## src/sv/rlks_pkg.sv

```systemverilog
`timescale 1ns / 1ps
// ----------------------------------------------------------------------------
// rlks_pkg
// Types and constants of the resistor ladder key scanner.
// ----------------------------------------------------------------------------
package rlks_pkg;

  localparam int unsigned NUM_LEVELS = 7;
  localparam int unsigned REG_IDX_W  = 3;
  localparam int unsigned REG_DATA_W = 8;

  typedef enum logic [REG_IDX_W-1:0] {
    REG_PRESS_THRESHOLD,
    REG_LEVEL_ONE,
    REG_LEVEL_TWO,
    REG_LEVEL_THREE,
    REG_LEVEL_FOUR,
    REG_LEVEL_FIVE,
    REG_LEVEL_SIX,
    REG_LEVEL_SEVEN
  } reg_idx_t;

  // level[0] is level_one ... level[6] is level_seven
  typedef struct packed {
    logic [7:0]                 press_threshold;
    logic [NUM_LEVELS-1:0][7:0] level;
  } cfg_t;

  localparam logic [7:0] PRESS_THRESHOLD_RST = 8'd240;
  localparam logic [NUM_LEVELS-1:0][7:0] LEVEL_RST =
    {8'd200, 8'd170, 8'd140, 8'd110, 8'd80, 8'd50, 8'd20};

  localparam logic [6:0] REPEAT_START  = 7'd50;
  localparam logic [6:0] REPEAT_RELOAD = 7'd40;
  localparam logic [6:0] LONG_LIMIT    = 7'd120;

  localparam logic [2:0] KEY_VOL_UP    = 3'd2;
  localparam logic [2:0] KEY_VOL_DOWN  = 3'd3;
  localparam logic [2:0] KEY_PHONE_OFF = 3'd5;
  localparam logic [2:0] KEY_PHONE_ON  = 3'd6;

  typedef struct packed {
    logic [7:0] sample;
    logic       tick_due;
    logic       accessory_on;
  } in_t;

  typedef struct packed {
    logic [2:0] key_code;
    logic       combination_queue;
    logic       last;
  } out_t;

  // Results of one item, handed from the front end to the queue.
  typedef struct packed {
    logic [1:0] count;
    out_t       first;
    out_t       second;
  } res_pair_t;

endpackage

```

## src/sv/rlks_cfg.sv

```systemverilog
`timescale 1ns / 1ps
// ----------------------------------------------------------------------------
// rlks_cfg
// Configuration register file: press threshold and seven ladder band bounds.
// ----------------------------------------------------------------------------
module rlks_cfg (
  input  logic                             clk,
  input  logic                             rst,
  input  logic                             wr_en,
  input  logic [rlks_pkg::REG_IDX_W-1:0]   wr_index,
  input  logic [rlks_pkg::REG_DATA_W-1:0]  wr_data,
  output rlks_pkg::cfg_t                   cfg
);

  logic [rlks_pkg::REG_IDX_W-1:0] level_sel;

  assign level_sel = wr_index - rlks_pkg::REG_IDX_W'(rlks_pkg::REG_LEVEL_ONE);

  always_ff @(posedge clk) begin
    if (rst) begin
      cfg.press_threshold <= rlks_pkg::PRESS_THRESHOLD_RST;
      cfg.level           <= rlks_pkg::LEVEL_RST;
    end else if (wr_en) begin
      if (wr_index == rlks_pkg::REG_PRESS_THRESHOLD) begin
        cfg.press_threshold <= wr_data;
      end else begin
        cfg.level[level_sel] <= wr_data;
      end
    end
  end

endmodule

```

## src/sv/rlks_front.sv

```systemverilog
`timescale 1ns / 1ps
// ----------------------------------------------------------------------------
// rlks_front
// Scan state machine: takes one tick per cycle while accepted, updates the
// press state and produces up to two key reports for the result queue.
// ----------------------------------------------------------------------------
module rlks_front (
  input  logic                 clk,
  input  logic                 rst,
  input  logic                 accept,
  input  rlks_pkg::in_t        item,
  input  rlks_pkg::cfg_t       cfg,
  output rlks_pkg::res_pair_t  wr
);

  typedef enum logic [1:0] {
    S_IDLE,
    S_CONFIRM,
    S_HELD,
    S_RELEASE
  } mode_t;

  mode_t      mode;
  logic [7:0] first_sample;
  logic [7:0] held_sample;
  logic [6:0] hold_ticks;

  logic       active;
  logic       pressed;
  logic [6:0] ticks_inc;
  logic [6:0] ticks_rep;
  logic       vol_hit;
  logic       long_hit;
  logic       band_found;
  logic [2:0] band_code;
  logic [1:0] n_res;
  rlks_pkg::out_t vol_res;
  rlks_pkg::out_t rep_res;

  assign active  = accept && item.tick_due && item.accessory_on;
  assign pressed = item.sample < cfg.press_threshold;

  assign ticks_inc = hold_ticks + 7'd1;
  assign vol_hit   = (held_sample <= cfg.level[1]) && (ticks_inc > rlks_pkg::REPEAT_START);
  assign ticks_rep = vol_hit ? rlks_pkg::REPEAT_RELOAD : ticks_inc;
  assign long_hit  = ticks_rep > rlks_pkg::LONG_LIMIT;

  // first band (lowest index) whose bound covers the held value wins
  always_comb begin
    band_found = 1'b0;
    band_code  = '0;
    for (int b = rlks_pkg::NUM_LEVELS - 1; b >= 0; b--) begin
      if (held_sample <= cfg.level[b]) begin
        band_found = 1'b1;
        band_code  = 3'(b);
      end
    end
  end

  always_comb begin
    vol_res.key_code          = (held_sample <= cfg.level[0]) ? rlks_pkg::KEY_VOL_DOWN
                                                              : rlks_pkg::KEY_VOL_UP;
    vol_res.combination_queue = 1'b0;
    vol_res.last              = 1'b0;
    rep_res.key_code          = band_code;
    rep_res.combination_queue = band_code >= rlks_pkg::KEY_PHONE_OFF;
    rep_res.last              = 1'b0;
  end

  // Repeat and long press exclude each other, so the second result, when
  // there is one, is always the release report.
  always_comb begin
    n_res = 2'(vol_hit) + 2'(long_hit && band_found) + 2'(!pressed && band_found);
    if (!(active && mode == S_HELD)) begin
      n_res = '0;
    end
    wr.count  = n_res;
    wr.first  = vol_hit ? vol_res : rep_res;
    wr.second = rep_res;
    wr.first.last  = (n_res == 2'd1);
    wr.second.last = 1'b1;
  end

  always_ff @(posedge clk) begin
    if (rst) begin
      mode         <= S_IDLE;
      first_sample <= '0;
      held_sample  <= '0;
      hold_ticks   <= '0;
    end else if (active) begin
      case (mode)
        S_IDLE: begin
          if (pressed) begin
            mode         <= S_CONFIRM;
            hold_ticks   <= '0;
            first_sample <= item.sample;
          end
        end
        S_CONFIRM: begin
          if (item.sample == first_sample) begin
            mode        <= S_HELD;
            held_sample <= item.sample;
          end else begin
            mode <= S_IDLE;
          end
        end
        S_HELD: begin
          hold_ticks <= long_hit ? 7'd0 : ticks_rep;
          if (long_hit || !pressed) begin
            mode <= S_RELEASE;
          end
        end
        default: begin
          if (!pressed) begin
            mode <= S_IDLE;
          end
        end
      endcase
    end
  end

endmodule

```

## src/sv/rlks_fifo.sv

```systemverilog
`timescale 1ns / 1ps
// ----------------------------------------------------------------------------
// rlks_fifo
// Four-entry result queue: up to two writes per cycle, one read.
// ----------------------------------------------------------------------------
module rlks_fifo (
  input  logic                 clk,
  input  logic                 rst,
  input  rlks_pkg::res_pair_t  wr,
  input  logic                 pop,
  output logic                 full,
  output logic                 empty,
  output rlks_pkg::out_t       result
);

  rlks_pkg::out_t mem [4];
  logic [1:0] wr_ptr;
  logic [1:0] rd_ptr;
  logic [2:0] count;
  logic       do_pop;

  assign do_pop = pop && !empty;
  assign empty  = (count == 3'd0);
  // keep room for the two results one item may cause
  assign full   = (count > 3'd2);
  assign result = mem[rd_ptr];

  always_ff @(posedge clk) begin
    if (wr.count != 2'd0) begin
      mem[wr_ptr] <= wr.first;
    end
    if (wr.count == 2'd2) begin
      mem[wr_ptr + 2'd1] <= wr.second;
    end
  end

  always_ff @(posedge clk) begin
    if (rst) begin
      wr_ptr <= '0;
      rd_ptr <= '0;
      count  <= '0;
    end else begin
      wr_ptr <= wr_ptr + wr.count;
      rd_ptr <= rd_ptr + 2'(do_pop);
      count  <= count + 3'(wr.count) - 3'(do_pop);
    end
  end

endmodule

```

## src/sv/resistor_ladder_key_scanner.sv

```systemverilog
`timescale 1ns / 1ps
// ----------------------------------------------------------------------------
// resistor_ladder_key_scanner
// Ladder key scanner: debounce, hold timing, volume repeat and key reports.
// ----------------------------------------------------------------------------
//  channel  | ports                     | transfer when
//  ---------+---------------------------+---------------------
//  input    | push, full, item          | push && !full
//  results  | empty, pop, result        | pop && !empty
//  config   | wr_en, wr_index, wr_data  | wr_en
//
// One tick is taken per cycle while full is low; its reports land in the
// queue the next cycle. Results drain one per cycle while pop is high, from
// a four-entry queue; full is raised while fewer than two entries are free,
// the most one tick can produce. Reset (rst, synchronous) clears the scan
// state and queue and restores the register defaults; no warm-up is needed.
module resistor_ladder_key_scanner (
  input  logic                             clk,
  input  logic                             rst,
  input  logic                             push,
  output logic                             full,
  input  rlks_pkg::in_t                    item,
  output logic                             empty,
  input  logic                             pop,
  output rlks_pkg::out_t                   result,
  input  logic                             wr_en,
  input  logic [rlks_pkg::REG_IDX_W-1:0]   wr_index,
  input  logic [rlks_pkg::REG_DATA_W-1:0]  wr_data
);

  rlks_pkg::cfg_t      cfg;
  rlks_pkg::res_pair_t wr;
  logic                accept;

  assign accept = push && !full;

  rlks_cfg u_cfg (
    .clk      (clk),
    .rst      (rst),
    .wr_en    (wr_en),
    .wr_index (wr_index),
    .wr_data  (wr_data),
    .cfg      (cfg)
  );

  rlks_front u_front (
    .clk    (clk),
    .rst    (rst),
    .accept (accept),
    .item   (item),
    .cfg    (cfg),
    .wr     (wr)
  );

  rlks_fifo u_fifo (
    .clk    (clk),
    .rst    (rst),
    .wr     (wr),
    .pop    (pop),
    .full   (full),
    .empty  (empty),
    .result (result)
  );

endmodule

```

## config.mk

```make
export PLATFORM = sky130hd
export DESIGN_NAME = resistor_ladder_key_scanner
export DESIGN_NICKNAME = d
export VERILOG_FILES = /design/src/sv/rlks_pkg.sv /design/src/sv/rlks_cfg.sv /design/src/sv/rlks_front.sv /design/src/sv/rlks_fifo.sv /design/src/sv/resistor_ladder_key_scanner.sv
export SDC_FILE = /design/constraint.sdc
export NUM_CORES = 1
export LEC_CHECK = 0
export BUFFER_PORTS_ARGS = -buffer_cell sky130_fd_sc_hd__clkbuf_2
export CAP_MARGIN = 10
export CORE_MARGIN = 1.5
export CORE_UTILIZATION = 64
export DETAILED_ROUTE_END_ITERATION = 8
export PLACE_DENSITY = 0.9
export SLEW_MARGIN = 40
export SYNTH_ARGS = -nofsm -noshare
export SYNTH_HDL_FRONTEND = slang
export SYNTH_HIERARCHICAL = 1
export SYNTH_SLANG_ARGS = --single-unit
```

## constraint.sdc

```tcl
create_clock -name clk -period 6.9 [get_ports clk]
set_input_delay 0.345 -clock clk [delete_from_list [all_inputs] [get_ports clk]]
set_output_delay 0.345 -clock clk [all_outputs]
set_load 0.005 [all_outputs]
```

==> results_tabular.tex, run 1 <==
\begin{tabular}{lr}
\hline
Metric & Value \\
\hline
\multicolumn{2}{l}{\textbf{Outcome}} \\
Status & complete, no violations \\
\multicolumn{2}{l}{\textbf{Floorplan}} \\
Ports & 33 \\
Core ar. & between 10,000 and 15,000 sq um \\
Area of the die & 11,900 sq um \\
Rows & 38 \\
Height of the die & between 100 and 150 microns \\
Starting Density & 0.660 \\
Die X & 109 microns \\
\multicolumn{2}{l}{\textbf{Clock tree}} \\
Clock latency on the worst-skew pair & 0.54 ns \\
CTS H-Tree Depth & 4 \\
Sinks on the clock net & 116 \\
Clock tree from TritonCTS & yes \\
Reg clk slew, reported paths & 0.06 ns \\
Post-cts sizing count & 0 \\
CTS Root Cell & sky130\_fd\_sc\_hd\_\_clkbuf\_8 \\
Maximum clock insertion buffer count & 2 \\
Number of clock buffers inserted by TritonCTS & 17 \\
Number of hold buffers added after cts & 0 \\
Setup repair bufs after CTS & 0 \\
\multicolumn{2}{l}{\textbf{Synthesis}} \\
Count of cell types in the netlist & 76 \\
Largest family of logic cells by synthesized area & simple AND/OR/NAND/NOR gates \\
Dominant cells by area after synthesis & sky130\_fd\_sc\_hd\_\_dfxtp\_1 (27\%), sky130\_fd\_sc\_hd\_\_ha\_1 (12\%), sky130\_fd\_sc\_hd\_\_mux2i\_1 (11\%) \\
Xor and xnor area share after synthesis & 0.0221 \\
Synthesized flop and latch total & 116 \\
Fraction of the mapped netlist area in compound gates & 0.107 \\
Simple-Gate Fraction of Synth Area & 0.168 \\
Multiplexer share of the synthesized area & 0.164 \\
Post-synth ARST share & 0 \\
Number of synthesis warnings & 6 \\
Synth area leader & sky130\_fd\_sc\_hd\_\_dfxtp\_1 \\
Most used DFF post-synth & sky130\_fd\_sc\_hd\_\_dfxtp\_1 \\
Synthesized area divided by synthesized cell count & 9.65 sq um \\
Share of Yosys cell area claimed by the top area cell type & 0.267 \\
Net count after synthesis & around 840 \\
Area of the mapped netlist & 7190 sq um \\
Number of synthesized flops with an enable pin & 20 \\
Synth Area in Adders & 0.127 \\
Sequential cell area fraction in the yosys report & 0.351 \\
Synthesized instance count & 745 \\
\multicolumn{2}{l}{\textbf{Power}} \\
Power per unit of standard cell area & $\sim$220 nW/um\^{}2 \\
IR Drop Worst-Case VDD & 0.217 mV \\
Static leakage & around 3.8 nW \\
Overall power & 1.79 mW \\
\multicolumn{2}{l}{\textbf{Finish}} \\
Area delta synth->final & 11.0\% \\
Final nets & 869 \\
Most frequent cells in the layout & sky130\_fd\_sc\_hd\_\_dfxtp\_1 (96), sky130\_fd\_sc\_hd\_\_nor2\_1 (85), sky130\_fd\_sc\_hd\_\_mux2i\_1 (80) \\
Final cell area excluding filler cells & 7980 sq um \\
Fraction of layout cells with a size suffix above 1 & 0.142 \\
Filler cells & 690 \\
Most common library cell in the layout ignoring fill and taps & sky130\_fd\_sc\_hd\_\_dfxtp\_1 \\
Count of non-filler cells in the finished layout & 924 \\
Utilization after layout & 0.733 \\
Ant. Diodes & 0 \\
\multicolumn{2}{l}{\textbf{GRT}} \\
Gr usage total & 0.309 \\
Overflow left after global routing & 0 \\
Number of antenna violations at the first check in global routing & 0 \\
Largest net degree at the start of global routing & 114 \\
Wire length of the first global-routing pass & 28,000 microns \\
Number of global-route vias before repair & around 6,000 \\
\multicolumn{2}{l}{\textbf{Timing}} \\
Tightest Pin Transition & 0.733 ns \\
Final critical-path share of the clock period & 0.628 \\
Final setup margin & $\sim$2.6 ns \\
Final slew viol count & 0 \\
Final Critical Period & 4.34 ns \\
RSZ-0062 raised after global routing & false \\
Highest achievable clock rate & 231 MHz \\
WHS & 0.0578 ns \\
Clock skew after layout & about 0.0097 ns \\
Worst max-slew margin expressed relative to the limit & 0.512 \\
Final hold violation count & 0 \\
Final-layout setup total negative slack & 0 ns \\
Setup violations, final & 0 \\
\multicolumn{2}{l}{\textbf{Worst setup path}} \\
Start point of the critical path & u\_front/held\_sample[5]\$\_SDFFE\_PP0P\_ \\
Worst Path Required & 7.37 ns \\
Most frequent CP cell & sky130\_fd\_sc\_hd\_\_nor2\_1 \\
Startpoint of the worst register-to-register path & u\_front/held\_sample[5]\$\_SDFFE\_PP0P\_ \\
Slack of the worst reg-to-reg path & 2.56 ns \\
Maximum cell stage delay along the critical path & 0.56 ns \\
Startpoint type of the worst setup path & register \\
Worst path arrival time & 4.81 ns \\
Series of cell instances along the critical path & ha\_1 > a211oi\_1 > nor2\_1 > o31ai\_2 > or2\_1 > nor2\_1 > nand4\_1 > nand3\_1 > fa\_1 > nor2\_1 > inv\_1 > ha\_1 > inv\_1 > fa\_1 > xnor3\_1 > nor2\_1 \\
Biggest fanout along the worst timing path & 8 \\
Terminus of the critical flop-to-flop path & u\_fifo/count[2]\$\_SDFF\_PP0\_ \\
Kind of capture point of the worst setup path & register \\
Master of the slowest instance on the critical path & sky130\_fd\_sc\_hd\_\_dfxtp\_1 \\
Startpoint-to-endpoint class of the critical path & reg -> reg \\
Number of cell instances on the worst register-to-register path & 16 \\
\multicolumn{2}{l}{\textbf{Detailed routing}} \\
Residual DRC count & 0 \\
Mean number of vias per cell & between 6 and 7 \\
Post-detailed-routing wire length & 17,300 microns \\
DRT Pass-1 Iters & 5 \\
Remaining antenna violation count after routing & 0 \\
Post-DR wirelength/cell & 18.7 microns \\
Detailed router's first-iteration violation count & between 500 and 600 \\
Via count & 5,649 \\
\multicolumn{2}{l}{\textbf{Placed design}} \\
Placed wire-length estimate & around 12,000 microns \\
Number of instances in the placed design & 892 \\
Count of input and output buffers & 32 \\
Pre-CTS setup slack & 2.59 ns \\
Routability congestion estimate from global placement & 0.884 \\
Placed instance area & around 7400 sq um \\
\multicolumn{2}{l}{\textbf{Min path}} \\
End point of the most critical hold path & u\_cfg/cfg[56]\$\_SDFFE\_PP0P\_ \\
Hold/Removal Path Class & in -> reg \\
Hold path start & wr\_data[0] \\
Cell depth of the worst hold path & 3 \\
\multicolumn{2}{l}{\textbf{Run}} \\
Number of max-cap violations & 0 \\
\hline
\end{tabular}
## layout make-up
| type | instances | area [sq um] | share of cell area |
|---|---|---|---|
| clock buffer | 18 | 439 | 0.0551 |
| clock inverter | 14 | 143 | 0.0179 |
| inverter | 74 | 278 | 0.0348 |
| multi-input combinational | 528 | 4240 | 0.532 |
| sequential | 116 | 2520 | 0.316 |
| tap | 140 | 175 | 0.0220 |
| timing repair buffer | 34 | 179 | 0.0224 |
## layer usage
metal | part of all wire | wire (microns) | global-route usage | vias to the layer above
met2 | 0.48 | 8380 | 0.532 | 212
met1 | 0.42 | 7230 | 0.354 | 2704
met4 | 0.034 | 596 | 0.157 | 0
met5 | 0 | 0 | 0 | -
met3 | 0.062 | 1080 | 0.0789 | 60
li1 | - | - | - | 2673
## critical path, delay by kind of cell (launching register included)
family                   cells  cell delay [ns]
AO/OA/AOI/OAI                2             0.59
flip-flops                   1             0.56
buffers and inverters        2             0.15
XOR/XNOR                     1             0.33
adder cells (fa/ha/maj)      4             1.48
AND/OR/NAND/NOR              7             1.17
## kinds of logic after synthesis
group                      count (synthesis)
adders and majority gates                 72
buffers and inverters                    101
muxes                                    107
xor gates and xnor gates                  15
other                                      1
AOI/OAI and AO/OA                        108
DFF                                      116
and+or+nand+nor                          225
## sequential cells by signal, summed over array words and instances, names as in the netlist
name	flops
u_front/first_sample	8
u_fifo/wr_ptr	2
u_fifo/count	3
u_fifo/mem	20
u_front/mode	2
u_front/held_sample	8
u_front/hold_ticks	7
u_fifo/rd_ptr	2
u_cfg/cfg	64
## power breakdown
group          total (mW)  switching (mW)  internal [mW]
clock               0.859           0.351          0.509
combinational       0.198          0.0978         0.0997
sequential          0.732          0.0249          0.707
total                1.79           0.473           1.32
## cells in the mapped netlist, types with 3 or more instances
library cell / instances
sky130_fd_sc_hd__dfxtp_1: 96
sky130_fd_sc_hd__buf_4: 3
sky130_fd_sc_hd__inv_1: 73
sky130_fd_sc_hd__nand4_1: 12
sky130_fd_sc_hd__o21bai_1: 4
sky130_fd_sc_hd__o211ai_1: 4
sky130_fd_sc_hd__and3_1: 3
sky130_fd_sc_hd__o21ai_0: 3
sky130_fd_sc_hd__nor2_1: 85
sky130_fd_sc_hd__mux2_2: 17
sky130_fd_sc_hd__nor3_1: 4
sky130_fd_sc_hd__mux2i_1: 80
sky130_fd_sc_hd__buf_6: 4
sky130_fd_sc_hd__buf_2: 8
sky130_fd_sc_hd__a31oi_1: 4
sky130_fd_sc_hd__o21ai_2: 4
sky130_fd_sc_hd__o21a_1: 5
sky130_fd_sc_hd__a21o_1: 9
sky130_fd_sc_hd__xor2_1: 10
sky130_fd_sc_hd__mux4_2: 5
sky130_fd_sc_hd__mux2_4: 5
sky130_fd_sc_hd__nor2b_1: 15
sky130_fd_sc_hd__o21ai_1: 12
sky130_fd_sc_hd__nor4_1: 3
sky130_fd_sc_hd__xnor2_1: 3
sky130_fd_sc_hd__a21oi_1: 30
sky130_fd_sc_hd__a211o_1: 6
sky130_fd_sc_hd__edfxtp_1: 20
sky130_fd_sc_hd__clkbuf_1: 11
sky130_fd_sc_hd__ha_1: 70
sky130_fd_sc_hd__nand2_1: 18
sky130_fd_sc_hd__nand2b_1: 49
sky130_fd_sc_hd__nand3_1: 12
## how the worst max path moves through the flow
stage	to	slack (ns)	cells past startpoint
6_report	u_fifo/count[2]$_SDFF_PP0_	2.56	16
5_1_grt	u_fifo/count[2]$_SDFF_PP0_	2.31	16
4_1_cts	u_fifo/mem[0][3]$_DFFE_PP_	2.53	12
3_5_place_dp	u_fifo/count[2]$_SDFF_PP0_	2.59	16
3_3_place_gp	u_fifo/count[2]$_SDFF_PP0_	2.77	16
2_1_floorplan	u_fifo/mem[0][0]$_DFFE_PP_	3.23	12
Power figures use the tool's default switching activity.
==> run 2: changes to the inputs <==
Settings changed: CORE_UTILIZATION 64 to 62, PLACE_DENSITY 0.9 to 0.88.
Clock period 6.9 ns to 4.2 ns, I/O delays scaled along.
==> results_tabular.tex, run 2 (synthesis gave the netlist of run 1 again) <==
\begin{tabular}{lr}
\hline
Metric & Value \\
\hline
\multicolumn{2}{l}{\textbf{Worst setup path}} \\
Kind of capture point of the worst setup path & register \\
Biggest fanout along the worst timing path & 7 \\
Startpoint-to-endpoint class of the critical path & reg -> reg \\
Worst Path Required & 4.25 ns \\
Worst path arrival time & 3.96 ns \\
Startpoint type of the worst setup path & register \\
Terminus of the critical flop-to-flop path & u\_fifo/mem[2][4]\$\_DFFE\_PP\_ \\
Number of cell instances on the worst register-to-register path & 15 \\
Startpoint of the worst register-to-register path & u\_front/held\_sample[0]\$\_SDFFE\_PP0P\_ \\
Slack of the worst reg-to-reg path & 0.29 ns \\
\multicolumn{2}{l}{\textbf{GRT}} \\
Number of global-route vias before repair & 6,001 \\
Number of antenna violations at the first check in global routing & 0 \\
Largest net degree at the start of global routing & 49 \\
Overflow left after global routing & 0 \\
Wire length of the first global-routing pass & 28,600 microns \\
Gr usage total & 0.294 \\
\multicolumn{2}{l}{\textbf{Finish}} \\
Largest register FFs & 64 \\
Most frequent cells in the layout & sky130\_fd\_sc\_hd\_\_dfxtp\_1 (94), sky130\_fd\_sc\_hd\_\_nor2\_1 (85), sky130\_fd\_sc\_hd\_\_mux2i\_1 (80) \\
Fraction of layout cells with a size suffix above 1 & 0.148 \\
Area delta synth->final & 11.5\% \\
Final nets & 874 \\
Final cell area excluding filler cells & 8020 sq um \\
Largest registers & u\_cfg/cfg x64, u\_fifo/mem x20 \\
Ant. Diodes & 0 \\
Filler cells & 808 \\
Most common library cell in the layout ignoring fill and taps & sky130\_fd\_sc\_hd\_\_dfxtp\_1 \\
Largest register by flop count & u\_cfg/cfg \\
\multicolumn{2}{l}{\textbf{Min path}} \\
Hold path start & wr\_data[0] \\
End point of the most critical hold path & u\_cfg/cfg[56]\$\_SDFFE\_PP0P\_ \\
Cell depth of the worst hold path & 3 \\
Hold/Removal Path Class & in -> reg \\
\multicolumn{2}{l}{\textbf{Detailed routing}} \\
Post-detailed-routing wire length & 17,400 microns \\
Residual DRC count & 0 \\
Post-DR wirelength/cell & about 19 microns \\
Via count & 5,767 \\
DRT Pass-1 Iters & 5 \\
Detailed router's first-iteration violation count & between 400 and 500 \\
Mean number of vias per cell & about 6.2 \\
Remaining antenna violation count after routing & 0 \\
\multicolumn{2}{l}{\textbf{Floorplan}} \\
Starting Density & 0.632 \\
Rows & 39 \\
Die X & 111 microns \\
Height of the die & 111 microns \\
Area of the die & 12,300 sq um \\
Ports & 33 \\
Core ar. & 11,400 sq um \\
\multicolumn{2}{l}{\textbf{Clock tree}} \\
Sinks on the clock net & 116 \\
Number of clock buffers inserted by TritonCTS & 17 \\
Maximum clock insertion buffer count & 2 \\
CTS H-Tree Depth & 4 \\
CTS Root Cell & sky130\_fd\_sc\_hd\_\_clkbuf\_16 \\
Clock latency on the worst-skew pair & 0.42 ns \\
Setup repair bufs after CTS & 0 \\
Clock tree from TritonCTS & yes \\
Reg clk slew, reported paths & roughly 0.06 ns \\
\multicolumn{2}{l}{\textbf{Outcome}} \\
Status & complete, no violations \\
\multicolumn{2}{l}{\textbf{Placed design}} \\
Count of input and output buffers & 32 \\
Placed instance area & 7430 sq um \\
Routability congestion estimate from global placement & 0.898 \\
Placed wire-length estimate & 12,100 microns \\
\multicolumn{2}{l}{\textbf{Timing}} \\
Final-layout setup total negative slack & 0 ns \\
Clock skew after layout & 0.0136 ns \\
Final slew viol count & 0 \\
Worst max-slew margin expressed relative to the limit & 0.537 \\
Final Critical Period & 3.91 ns \\
Setup violations, final & 0 \\
Final hold violation count & 0 \\
Final critical-path share of the clock period & 0.931 \\
RSZ-0062 raised after global routing & false \\
Highest achievable clock rate & around 260 MHz \\
Tightest Pin Transition & 0.695 ns \\
\multicolumn{2}{l}{\textbf{Run}} \\
Number of max-cap violations & 0 \\
\multicolumn{2}{l}{\textbf{Power}} \\
Power per unit of standard cell area & $\sim$370 nW/um\^{}2 \\
Static leakage & approximately 3.8 nW \\
IR Drop Worst-Case VDD & 0.247 mV \\
\hline
\end{tabular}
-- run 2: changes by cell type in the layout (fill, tap and decap cells not counted), sizes merged --
cell,previous run,this run
inv,80,74
buf,3,8
clkbuf,49,53
clkinv,4,6
bufinv,1,2
clkinvlp,3,2
-- run 2: layout make-up --
cell class | instances | area (sq um) | area share
well taps | 143 | 179 | 0.0223
clock inverters | 10 | 105 | 0.0131
repair buffers | 39 | 213 | 0.0265
inverters | 74 | 278 | 0.0346
flip-flops and latches | 116 | 2520 | 0.315
clock buffers | 22 | 474 | 0.0591
multi-input cells | 528 | 4240 | 0.529
-- run 2: critical path, cell delays in order (launching register included) --
cell and delay (ns):
sky130_fd_sc_hd__dfxtp_1 0.31, sky130_fd_sc_hd__inv_1 0.32, sky130_fd_sc_hd__ha_1 0.25, sky130_fd_sc_hd__nor2b_1 0.05
sky130_fd_sc_hd__o211ai_1 0.16, sky130_fd_sc_hd__a21oi_1 0.10, sky130_fd_sc_hd__o22ai_1 0.33, sky130_fd_sc_hd__nor2_1 0.19
sky130_fd_sc_hd__nand4_1 0.15, sky130_fd_sc_hd__nand3_1 0.11, sky130_fd_sc_hd__fa_1 0.43, sky130_fd_sc_hd__nor2_1 0.17
sky130_fd_sc_hd__buf_4 0.18, sky130_fd_sc_hd__nor4bb_1 0.28, sky130_fd_sc_hd__buf_4 0.22, sky130_fd_sc_hd__o21bai_1 0.27
-- run 2: worst max path at each step --
| stage | depth (start not counted) | start | to |
|---|---|---|---|
| final | 15 | u_front/held_sample[0]$_SDFFE_PP0P_ | u_fifo/mem[2][4]$_DFFE_PP_ |
| after global routing | 17 | u_cfg/cfg[22]$_SDFFE_PP1P_ | u_fifo/count[2]$_SDFF_PP0_ |
| after CTS | 13 | u_front/held_sample[5]$_SDFFE_PP0P_ | u_fifo/mem[0][1]$_DFFE_PP_ |
| after detailed placement | 13 | u_front/held_sample[5]$_SDFFE_PP0P_ | u_fifo/mem[0][0]$_DFFE_PP_ |
| after global placement | 16 | u_front/held_sample[5]$_SDFFE_PP0P_ | u_fifo/count[2]$_SDFF_PP0_ |
| after floorplan | 12 | u_front/held_sample[5]$_SDFFE_PP0P_ | u_fifo/mem[0][0]$_DFFE_PP_ |
-- run 2: report_power, final --
group | total (mW) | switching [mW] | internal (mW)
logic | 0.334 | 0.168 | 0.166
clock network | 1.42 | 0.505 | 0.912
registers | 1.20 | 0.0409 | 1.16
-- run 2: what timing repair did --
| action | CTS | global route |
|---|---|---|
| gates resized for setup | 0 | 4 |
| setup endpoints to repair | 0 | 11 |
| endpoints found under the hold margin | 0 | 0 |
| hold buffers | 0 | 0 |
-- run 2: routing by layer --
metal | GRT usage | wire length [microns] | share of wire
met1 | 0.339 | 7080 | 0.41
met2 | 0.509 | 8550 | 0.49
met3 | 0.0651 | 1070 | 0.061
met4 | 0.153 | 717 | 0.041
met5 | 0 | 0 | 0
-- run 2: per-stage QoR --
step / instances / hold WS [ns] / power, mW / setup WS, ns / util
2_1_floorplan: 745 / 0.282 / 1.45 / 0.526 / -
4_1_cts: 932 / 0.0567 / 2.96 / 0.192 / 0.704
3_3_place_gp: 900 / 0.454 / 1.53 / 0.389 / 0.653
6_report: 932 / 0.0703 / 2.95 / 0.291 / 0.705
3_5_place_dp: 900 / 0.460 / 1.55 / 0.212 / 0.653
5_1_grt: 932 / 0.0791 / 3.06 / 0.00888 / 0.705
==> run 3: changes to the inputs <==
Settings changed: CORE_MARGIN 1.5 to 2.
==> results_tabular.tex, run 3 (synthesis gave the netlist of run 1 again) <==
\begin{tabular}{lr}
\hline
Metric & Value \\
\hline
\multicolumn{2}{l}{\textbf{Placed design}} \\
Number of instances in the placed design & 898 \\
Placed instance area & roughly 7400 sq um \\
Routability congestion estimate from global placement & around 0.93 \\
Placed wire-length estimate & 12,200 microns \\
Count of input and output buffers & 32 \\
\multicolumn{2}{l}{\textbf{Timing}} \\
Final-layout setup total negative slack & 0 ns \\
Setup violations, final & 0 \\
Final slew viol count & 0 \\
Final critical-path share of the clock period & 0.950 \\
Final Critical Period & around 4 ns \\
Clock skew after layout & 0.00939 ns \\
RSZ-0062 raised after global routing & false \\
WHS & 0.0406 ns \\
Worst max-slew margin expressed relative to the limit & 0.538 \\
Final hold violation count & 0 \\
Highest achievable clock rate & between 200 and 300 MHz \\
Tightest Pin Transition & 0.693 ns \\
\multicolumn{2}{l}{\textbf{Outcome}} \\
Status & complete, no violations \\
\multicolumn{2}{l}{\textbf{Worst setup path}} \\
Worst Path Required & $\sim$4.3 ns \\
Kind of capture point of the worst setup path & register \\
Startpoint type of the worst setup path & register \\
Biggest fanout along the worst timing path & 8 \\
Startpoint-to-endpoint class of the critical path & reg -> reg \\
Worst path arrival time & about 4.1 ns \\
\multicolumn{2}{l}{\textbf{Clock tree}} \\
Setup repair bufs after CTS & 0 \\
Number of hold buffers added after cts & 0 \\
Clock tree from TritonCTS & yes \\
Reg clk slew, reported paths & $\sim$0.06 ns \\
CTS H-Tree Depth & 4 \\
Number of clock buffers inserted by TritonCTS & 17 \\
Clock latency on the worst-skew pair & 0.43 ns \\
CTS Root Cell & sky130\_fd\_sc\_hd\_\_clkbuf\_16 \\
Maximum clock insertion buffer count & 2 \\
Sinks on the clock net & 116 \\
\multicolumn{2}{l}{\textbf{Finish}} \\
Ant. Diodes & 0 \\
Final nets & roughly 870 \\
Filler cells & 760 \\
Fraction of layout cells with a size suffix above 1 & 0.146 \\
Largest registers & u\_cfg/cfg x64, u\_fifo/mem x20 \\
Area delta synth->final & 12.1\% \\
Count of non-filler cells in the finished layout & between 900 and 1,000 \\
Largest register by flop count & u\_cfg/cfg \\
Most common library cell in the layout ignoring fill and taps & sky130\_fd\_sc\_hd\_\_dfxtp\_1 \\
Largest register FFs & 64 \\
Most frequent cells in the layout & sky130\_fd\_sc\_hd\_\_dfxtp\_1 (95), sky130\_fd\_sc\_hd\_\_nor2\_1 (85), sky130\_fd\_sc\_hd\_\_mux2i\_1 (80) \\
Final cell area excluding filler cells & 8060 sq um \\
\multicolumn{2}{l}{\textbf{Detailed routing}} \\
Post-DR wirelength/cell & 19.0 microns \\
Detailed router's first-iteration violation count & 550 \\
Remaining antenna violation count after routing & 0 \\
Residual DRC count & 0 \\
DRT Pass-1 Iters & 6 \\
Post-detailed-routing wire length & 17,700 microns \\
Mean number of vias per cell & 6.18 \\
Via count & approximately 5,700 \\
\multicolumn{2}{l}{\textbf{Power}} \\
Static leakage & 3.83 nW \\
Power per unit of standard cell area & between 300 and 400 nW/um\^{}2 \\
IR Drop Worst-Case VDD & between 0.3 and 0.4 mV \\
Overall power & 3.05 mW \\
\multicolumn{2}{l}{\textbf{GRT}} \\
Largest net degree at the start of global routing & 58 \\
Wire length of the first global-routing pass & about 29,000 microns \\
Number of global-route vias before repair & 5,907 \\
Gr usage total & 0.291 \\
Overflow left after global routing & 0 \\
Number of antenna violations at the first check in global routing & 0 \\
\multicolumn{2}{l}{\textbf{Floorplan}} \\
Starting Density & 0.632 \\
Height of the die & 112 microns \\
Core ar. & 11,400 sq um \\
Area of the die & 12,500 sq um \\
Die X & between 100 and 150 microns \\
Rows & 39 \\
Ports & 33 \\
\multicolumn{2}{l}{\textbf{Run}} \\
Number of max-cap violations & 0 \\
\multicolumn{2}{l}{\textbf{Min path}} \\
Hold/Removal Path Class & in -> reg \\
\hline
\end{tabular}
[run 3: cell types whose count changed in the layout (fill, tap and decap cells not counted), sizes merged]
cell,previous run,this run
clkbuf,53,49
bufinv,2,3
inv,74,77
buf,8,6
[run 3: cell type report]
class / count / area, sq um / area share
Clock buffer: 18 / 450 / 0.0559
Clock inverter: 14 / 174 / 0.0216
Inverter: 74 / 278 / 0.0345
Multi-Input combinational cell: 528 / 4240 / 0.526
Sequential cell: 116 / 2520 / 0.313
Tap cell: 143 / 179 / 0.0222
Timing Repair Buffer: 37 / 213 / 0.0264
[run 3: critical path: stages (launching register included)]
cell and delay (ns):
sky130_fd_sc_hd__dfxtp_1 0.56, sky130_fd_sc_hd__ha_1 0.32, sky130_fd_sc_hd__a211oi_1 0.25, sky130_fd_sc_hd__nor2_1 0.10, sky130_fd_sc_hd__and4bb_1 0.35, sky130_fd_sc_hd__or2_1 0.15, sky130_fd_sc_hd__nor2_1 0.09, sky130_fd_sc_hd__nand4_1 0.11
sky130_fd_sc_hd__nand3_1 0.12, sky130_fd_sc_hd__fa_1 0.43, sky130_fd_sc_hd__nor2_1 0.15, sky130_fd_sc_hd__buf_4 0.17, sky130_fd_sc_hd__nor4bb_1 0.31, sky130_fd_sc_hd__buf_4 0.23, sky130_fd_sc_hd__o21bai_1 0.26
[run 3: per-stage QoR]
stage	worst slack (ns)	utilization
5_1_grt	0.0111	0.709
4_1_cts	0.144	0.708
2_1_floorplan	0.526	-
3_3_place_gp	0.390	0.653
3_5_place_dp	0.183	0.653
6_report	0.212	0.709
[run 3: repair_timing]
item	4_1_cts	5_1_grt
resized for setup	0	1
hold endpoints to repair	0	0
endpoints found under the setup margin	0	6
[run 3: final timing paths]
check	from	endpoint	slack, ns	cells past startpoint
worst max-delay path	u_front/held_sample[5]$_SDFFE_PP0P_	u_fifo/mem[2][1]$_DFFE_PP_	0.21	14
worst min-delay path	wr_data[0]	u_cfg/cfg[56]$_SDFFE_PP0P_	0.04	3
worst max register to register	u_front/held_sample[5]$_SDFFE_PP0P_	u_fifo/mem[2][1]$_DFFE_PP_	0.21	14
worst min register to register	u_cfg/cfg[28]$_SDFFE_PP0P_	u_cfg/cfg[28]$_SDFFE_PP0P_	0.48	2
[run 3: routing by layer]
| layer | routed length [microns] | GRT usage |
|---|---|---|
| met1 | 7110 | 0.337 |
| met2 | 8550 | 0.494 |
| met3 | 1260 | 0.0735 |
| met5 | 0 | 0 |
| met4 | 758 | 0.156 |
[run 3: power breakdown]
group	internal, mW	switching, mW
logic	0.165	0.166
clock network	0.971	0.549
registers	1.16	0.0406
